==> config.mk <==
export PLATFORM = sky130hd
export DESIGN_NAME = rsst_ctrl
export DESIGN_NICKNAME = d
export VERILOG_FILES = /design/src/sv/rsst_pkg.sv /design/src/sv/rsst_ctrl.sv
export SDC_FILE = /design/constraint.sdc
export NUM_CORES = 1
export LEC_CHECK = 0
export BUFFER_PORTS_ARGS = -buffer_cell sky130_fd_sc_hd__buf_4
export CORE_AREA = 10 10 47 49
export DETAILED_ROUTE_END_ITERATION = 10
export DIE_AREA = 0 0 57 59
export MAX_ROUTING_LAYER = met4
export PLACE_DENSITY = 0.48
export RECOVER_POWER = 25
export SLEW_MARGIN = 20
export SYNTH_ARGS = -nofsm -noshare
export SYNTH_HDL_FRONTEND = slang
export SYNTH_SLANG_ARGS = --single-unit
export TNS_END_PERCENT = 1
==> constraint.sdc <==
create_clock -name clk -period 2.11 [get_ports clk]
set_clock_uncertainty 0.15 [all_clocks]
set_input_delay 0.3165 -clock clk [delete_from_list [all_inputs] [get_ports clk]]
set_output_delay 0.3165 -clock clk [all_outputs]
set_load 0.05 [all_outputs]
==> src/sv/rsst_pkg.sv <==
// ----------------------------------------------------------------------------
// rsst_pkg
// Shared types and constants of the RSSI-sorted scan table: record layout,
// table depth and the command group from the controller to the datapath.
// ----------------------------------------------------------------------------
package rsst_pkg;

  localparam int MAX_ENTRIES = 10;
  localparam int IDX_W       = (MAX_ENTRIES > 1) ? $clog2(MAX_ENTRIES) : 1;
  localparam int CNT_W       = $clog2(MAX_ENTRIES + 1);
  localparam int RD_IDX_W    = 4;
  localparam int SEL_W       = (CNT_W > RD_IDX_W) ? CNT_W : RD_IDX_W;
  localparam int COUNT_OUT_W = 4;
  localparam int KEY_W       = 49;
  localparam int LEVEL_W     = 8;
  localparam int UUID_W      = 64;

  typedef struct packed {
    logic [KEY_W-1:0]          device;
    logic signed [LEVEL_W-1:0] rssi;
    logic signed [LEVEL_W-1:0] tx_power;
    logic                      svc_listed;
    logic                      has_hrm;
    logic [UUID_W-1:0]         uuid_high;
    logic [UUID_W-1:0]         uuid_low;
  } rec_t;

  typedef struct packed {
    logic capture;
    logic match;
    logic remove;
    logic find;
    logic insert;
    logic load_out;
  } cmd_t;

endpackage

==> src/sv/rsst_ctrl.sv <==
// ----------------------------------------------------------------------------
// rsst_ctrl
// Sequencer of the scan table: steps a report through match, remove, find and
// insert, and holds the result beat until the output side takes it.
// ----------------------------------------------------------------------------
module rsst_ctrl (
  input  logic            clk,
  input  logic            rst_n,
  input  logic            in_valid,
  input  logic            in_operation,
  output logic            in_ready,
  output logic            out_valid,
  input  logic            out_ready,
  output rsst_pkg::cmd_t  cmd
);
  import rsst_pkg::*;

  typedef enum logic [2:0] {
    S_IDLE,
    S_MATCH,
    S_REMOVE,
    S_FIND,
    S_INSERT,
    S_RESULT
  } state_t;

  state_t state_r;
  state_t state_nxt;
  logic   out_valid_r;
  logic   out_valid_nxt;
  logic   slot_free;

  assign in_ready  = (state_r == S_IDLE);
  assign out_valid = out_valid_r;
  assign slot_free = !out_valid_r || out_ready;

  always_comb begin
    cmd           = '0;
    state_nxt     = state_r;
    out_valid_nxt = out_valid_r && !out_ready;
    case (state_r)
      S_IDLE: begin
        if (in_valid) begin
          cmd.capture = 1'b1;
          state_nxt   = in_operation ? S_RESULT : S_MATCH;
        end
      end
      S_MATCH: begin
        cmd.match = 1'b1;
        state_nxt = S_REMOVE;
      end
      S_REMOVE: begin
        cmd.remove = 1'b1;
        state_nxt  = S_FIND;
      end
      S_FIND: begin
        cmd.find  = 1'b1;
        state_nxt = S_INSERT;
      end
      S_INSERT: begin
        cmd.insert = 1'b1;
        state_nxt  = S_RESULT;
      end
      S_RESULT: begin
        if (slot_free) begin
          cmd.load_out  = 1'b1;
          out_valid_nxt = 1'b1;
          state_nxt     = S_IDLE;
        end
      end
      default: state_nxt = S_IDLE;
    endcase
  end

  always_ff @(posedge clk) begin
    if (!rst_n) begin
      state_r     <= S_IDLE;
      out_valid_r <= 1'b0;
    end else begin
      state_r     <= state_nxt;
      out_valid_r <= out_valid_nxt;
    end
  end

endmodule

* After elaboration in Yosys (flattened, before gate mapping) *
Index checks and enable logic that the tools add are counted.

storage, ports and cells
  flip-flop bits (word level) = 4
  input bits = 5
  word-level logic and storage cells = 29

cells by class
  equal/unequal tests = 7
  muxes and demuxes = 14
  reduce and logical (&&, ||, !) cells = 6

operators by type and width
  cell                  number
  $pmux W3 S6           1
  $mux W1               10
  $mux W3               3
  $eq A3 B2 Y1 const B  2
  $eq A3 B3 Y1 const B  2
  $ne A2 B2 Y1 const B  2
  $eq A3 B1 Y1 const B  1
  $logic_not A3 Y1      1
  $logic_not A1 Y1      2
  $reduce_and A2 Y1     1
  $logic_and A1 B1 Y1   1
  $logic_or A1 B1 Y1    1

* Logic depth before layout (Yosys ltp) *
Gate-level depths: netlist of the first run.

  depth after elaboration = 4
  mapped depth = 4
  mapped depth without buffers = 3

* Worst setup path after synthesis of the first run *
OpenSTA, ideal clock, no wires.

  path kind = flip-flop to output port
  start point = register state_r[2]
  end point = output port cmd[5] (netlist name)
  data arrival time = 1665 ps
  required time = 1644 ps
  path slack = -21 ps
  stages on the path, launching flop included = 4
  path buffers = 1
  cell sequence = dfxtp_1 -> buf_4 -> nor3_2 -> and2_1

RTL lines
  what                    RTL line         text
  start, declared         rsst_ctrl.sv:27  state_t state_r;
  start signal, assigned  rsst_ctrl.sv:80  state_r <= state_nxt;
  end, declared           rsst_ctrl.sv:14  output rsst_pkg::cmd_t cmd

==> metrics, run 1 <==
r2r startpoint=state_r[1]$_SDFFE_PN0P_; r2r worst-path depth=3; hold_ws=175 ps; delay-heaviest family, CP=flip-flops; fin area=between 300 and 400 um^2; final hold viol count=0; Starting Density=around 18%; critical setup path kind=flip-flop to output pin; worst path arrival time=~1300 ps; ys async rst share=0%; hold-fix buffer count after cts=0; initial antenna violation count=0; Post-Syn Nets=34; vias post-DR=233; status=finished clean; first-pass GRT wire length=1140 um; Max H-tree Level=1; CTS clk-pin slew, worst paths=40 ps; PD cells=1130 nW/um^2; Detailed Route Iter0 Violations=1; Die Ht=~59 um; hold wc startpoint=rst_n; Die X=between 50 and 60 um; Yosys cell types=19; startpoint type of the worst setup path=flip-flop; root buffer cell=clkbuf_4; clk sinks=4; register area=80.1 um^2; DRT antenna net count=0; flop2flop setup slack=around 800 ps; CTS tree=built; Area after DPL=about 340 um^2; YS warnings=0; GPL Wtd Cong=0.648; Tightest Pin Transition=597 ps; largest area contributor in the netlist=dfxtp_1; CTS Buf Count=3; mapped cell area=between 200 and 300 um^2; WHS Path Cells=2; Via-to-Cell Ratio=4.09; syn avg cell area=8.76 um^2; average routed wire per standard cell=11.2 um; CP bufs+invs=1; sequential area share after synthesis=31.5%; core footprint=1400 um^2; Hold Path Sink=state_r[2]$_SDFFE_PN0P_; RR Endpoint=state_r[2]$_SDFFE_PN0P_; placement row count=14; # nets final=between 40 and 50; # port buffers=12; final setup fails=0; worst vdd ir=0.296 mV; area share of the leading cell type in the synthesized netlist=31.5%; GRT Total Usage=~4.5%; post-synthesis cell count=29; pin count of the biggest net entering global routing=12; #FFs+latches synth=4; Fill cells=around 160; HP Class=input port to flip-flop; P&R area growth vs syn=42.9%; clock latency on the worst-skew pair=230 ps; final critical-path share of the clock period=83.6%; layout cells sized above 1=a little over 40%; Die ar.=3360 um^2; gr ovfl total=0; Worst Path Required=1640 ps; Leak=0.154 nW; Area contributors post-synth=dfxtp_1 32%, nor3b_1 8.9%, buf_4 5.9%; max_cap viols=0; CTS Buffer Depth=2; DRT Pass-1 Iters=2; area of the multi-input gates=154 um^2; DRC=0; Ports=13; # Post-CTS Setup Buffers=0; final core occ=25.9%; Main synth FF type=dfxtp_1; HPWL after DPL=roughly 520 um; Min Clock Period, post-route=1760 ps; ANT cells=0; Synth top cells by count=4 x dfxtp_1, 3 x nand2_1, 3 x nor2_1, 3 x nor3b_1, 2 x buf_4; count leader, synth=dfxtp_1; Rel. slew slack=just over 60%; critical path peak fanout=11; unrepaired setup endpoints after global routing=false; Post-synth EDFFs=0; Worst path max stage delay=around 570 ps; CP cell instances=nand3b_1, nor2b_1, buf_4; dpl cells=54; Final Non-Filler Cells=57; Fmax achieved=567 MHz; number of global-route vias before repair=259; Slew Viols, Final=0; Crit-path slowest cell=dfxtp_1; CTS resizes=0; CP endpoint kind=output pin; routed wire length=between 600 and 700 um
worst max-delay path by stage:
stage / depth (start not counted) / startpoint / end
detailed placement: 3 / state_r[0]$_SDFFE_PN0P_ / cmd[0]
floorplan: 2 / state_r[0]$_SDFFE_PN0P_ / cmd[4]
global placement: 2 / state_r[0]$_SDFFE_PN0P_ / cmd[4]
global route: 3 / state_r[0]$_SDFFE_PN0P_ / cmd[0]
CTS: 3 / state_r[0]$_SDFFE_PN0P_ / cmd[0]
finish: 3 / state_r[0]$_SDFFE_PN0P_ / cmd[0]
sequential cells by signal, indices dropped and copies added (netlist names):
| signal | count |
|---|---|
| state_r | 3 |
| out_valid | 1 |
power breakdown:
part	switching, mW	leakage (nW)	internal (mW)
sequential	0.0341	0.0328	0.0878
combinational	0.120	0.107	0.0743
clock	0.0304	0.0138	0.0636
layout by cell type (no fill, tap or decap):
master     n
and3_1     1
nor3b_1    3
xnor2_1    1
clkbuf_1   1
o31a_1     1
and2_1     1
nor2b_1    1
dfxtp_1    4
buf_4     11
nor3_4     1
clkbuf_4   3
o31ai_1    1
nor2_1     3
nand3b_1   1
nand2b_1   1
a21boi_0   1
nand2_1    3
a21oi_2    1
nor3_1     1
nand2b_4   1
through the flow:
stage | setup TNS, ps | setup slack, ps | total power [mW]
finish | 0 | 347 | 0.411
global route | 0 | 226 | 0.435
CTS | 0 | 316 | 0.421
detailed placement | 0 | 573 | 0.323
global placement | 0 | 600 | 0.323
floorplan | -5.33 | -5.33 | 0.282
cell type report:
class / instances / share of cell area (%)
multi-input cells: 22 / 42.4
well taps: 16 / 5.52
clock buffers: 3 / 6.21
repair buffers: 12 / 23.8
flip-flops and latches: 4 / 22.1
metal layers:
metal / vias to the layer above / global-route usage, % / part of all wire (%)
met1: 104 / 4.48 / 44
li1: 124 / - / -
met4: 0 / 4.03 / 0
met3: 0 / 2.58 / 4.1
met2: 5 / 6.05 / 52
met5: - / - / 0
cell families after synthesis:
| family | synth area share, % |
|---|---|
| xor gates and xnor gates | 3.45 |
| AOI/OAI and AO/OA | 12.8 |
| DFF | 31.5 |
| and+or+nand+nor | 41.9 |
| buffers and inverters | 10.3 |
Note: power is estimated with default switching activity, not from simulation.
==> run 2: changes to the inputs <==
--- a/config.mk
+++ b/config.mk
@@ -10,7 +10,7 @@
 export DETAILED_ROUTE_END_ITERATION = 10
 export DIE_AREA = 0 0 57 59
 export MAX_ROUTING_LAYER = met4
-export PLACE_DENSITY = 0.48
+export PLACE_DENSITY = 0.5
 export RECOVER_POWER = 25
 export SLEW_MARGIN = 20
 export SYNTH_ARGS = -nofsm -noshare
==> constraint.sdc (replaced) <==
create_clock -name clk -period 1.55 [get_ports clk]
set_clock_uncertainty 0.15 [all_clocks]
set_input_delay 0.2325 -clock clk [delete_from_list [all_inputs] [get_ports clk]]
set_output_delay 0.2325 -clock clk [all_outputs]
set_load 0.05 [all_outputs]
==> run 2 against run 1 <==
Sequential power grew 41%. Setup slack lost 310 ps. Clock-buffer cell count is the same. Core utilization grew 2.3 points. Critical path depth is the same. Largest power group unchanged.
==> metrics, run 2 (synthesis results as in run 1) <==
CP bufs+invs=1; r2r startpoint=state_r[0]$_SDFFE_PN0P_; Die ar.=approximately 3400 um^2; final hold viol count=0; CP endpoint kind=output pin; ANT cells=0; final setup fails=0; hold-fix buffer count after cts=0; number of flip-flops in the largest register=3; pre-CTS setup slack=142 ps; # nets final=49; CTS tree=built; DRC=0; Comb power frac=48.8%; PD cells=around 1500 nW/um^2; HP Class=input port to flip-flop; initial antenna violation count=0; Net Sw Frac=44.4%; layout cells sized above 1=a little under three fifths; P&R area growth vs syn=55.7%; number of global-route vias before repair=~230; cell count along the critical path=3; HPWL after DPL=533 um; Rel. slew slack=~90%; Worst Path Required=~1200 ps; Seq pwr share=roughly 30%; GRT Total Usage=3.90%; CTS clk-pin slew, worst paths=40 ps; root buffer cell=clkbuf_4; r2r worst-path depth=3; clk sinks=4; critical path peak fanout=8; delay-heaviest family, CP=flip-flops; Ports=13; Detailed Route Iter0 Violations=7; worst vdd ir=0.481 mV; setup TNS=0 ps; P_int=0.324 mW; first-pass GRT wire length=1010 um; RR Endpoint=state_r[2]$_SDFFE_PN0P_; Final Non-Filler Cells=58; CTS Buffer Depth=2; Starting Density=18.1%; DRT Pass-1 Iters=4; Tightest Pin Transition=188 ps; Power, Total=0.584 mW; vias post-DR=230; CP endpoint=cmd[5]; worst path arrival time=1130 ps; Worst path max stage delay=380 ps; CP cell instances=nor3_4, and2_1, buf_4; Die X=between 50 and 60 um; Leak=approximately 0.17 nW; Largest Register=state_r; Fill cells=160; Crit-path slowest cell=dfxtp_4; final critical-path share of the clock period=a little over nine tenths; most frequent cells in the layout=13 x buf_4, 3 x nor2_1, 3 x nand2_1, 3 x clkbuf_4, 3 x dfxtp_4; CTS Buf Count=3; average routed wire per standard cell=11.8 um; placement row count=14; pin count of the biggest net entering global routing=10; hold_ws=95.5 ps; Die Ht=just under 60 um; setup ws final=40.8 ps; switching power=0.259 mW; WHS Path Cells=2; dpl cells=55; Max H-tree Level=1; most common cell after layout, fill and taps aside=buf_4; unrepaired setup endpoints after global routing=false; DRT antenna net count=0; flop2flop setup slack=420 ps; core footprint=1400 um^2; max_cap viols=0; critical setup path kind=flip-flop to output pin; startpoint type of the worst setup path=flip-flop; clock latency on the worst-skew pair=230 ps; Fmax achieved=663 MHz; Setup crit start=state_r[2]$_SDFFE_PN0P_; Clk pwr share=21.7%; status=finished clean; routed wire length=683 um; GPL Wtd Cong=0.746; gr ovfl total=0; # port buffers=12; Via-to-Cell Ratio=3.97; Min Clock Period, post-route=~1500 ps; Slew Viols, Final=0
run 2: power by group through the flow:
stage	combinational, mW	clock [mW]	sequential, mW
finish	0.285	0.127	0.172
floorplan	0.257	0	0.130
detailed placement	0.285	0	0.165
global placement	0.287	0	0.164
global route	0.300	0.140	0.178
CTS	0.286	0.135	0.168
run 2: final cells by class:
cell class,count,area (um^2),share of cell area [%]
multi-input combinational,22,164,41.5
timing repair buffer,13,97.6,24.7
clock buffer,3,22.5,5.70
sequential,4,91.3,23.1
tap,16,20.0,5.06
run 2: how the worst min path moves through the flow:
| stage | from | end |
|---|---|---|
| after floorplan | rst_n | state_r[2]$_SDFFE_PN0P_ |
| after global placement | rst_n | state_r[2]$_SDFFE_PN0P_ |
| after detailed placement | rst_n | state_r[2]$_SDFFE_PN0P_ |
| after CTS | rst_n | state_r[2]$_SDFFE_PN0P_ |
| after global routing | rst_n | state_r[2]$_SDFFE_PN0P_ |
| final | rst_n | state_r[2]$_SDFFE_PN0P_ |
run 2: worst reg2reg max path, stage by stage, from the launching register on:
cell and delay, ps:
dfxtp_4 400, buf_4 150, a21oi_2 50, o31a_1 270
run 2: layer usage:
| metal | wire [um] | GRT usage, % | vias to the layer above |
|---|---|---|---|
| met2 | 383 | 6.51 | 3 |
| met3 | 14 | 1.29 | 0 |
| li1 | - | - | 125 |
| met5 | 0 | - | - |
| met1 | 286 | 3.65 | 102 |
| met4 | 0 | 3.02 | 0 |
run 2: repair_timing:
item	CTS	global route
gates resized for setup	3	4
setup endpoints to repair	6	4
setup buffers	0	0
run 2: metrics by stage:
stage	utilization, %	instance area [um^2]
after floorplan	-	265
after global placement	25.4	357
after detailed placement	25.4	357
after CTS	27.3	383
after global routing	28.2	395
final	28.2	395
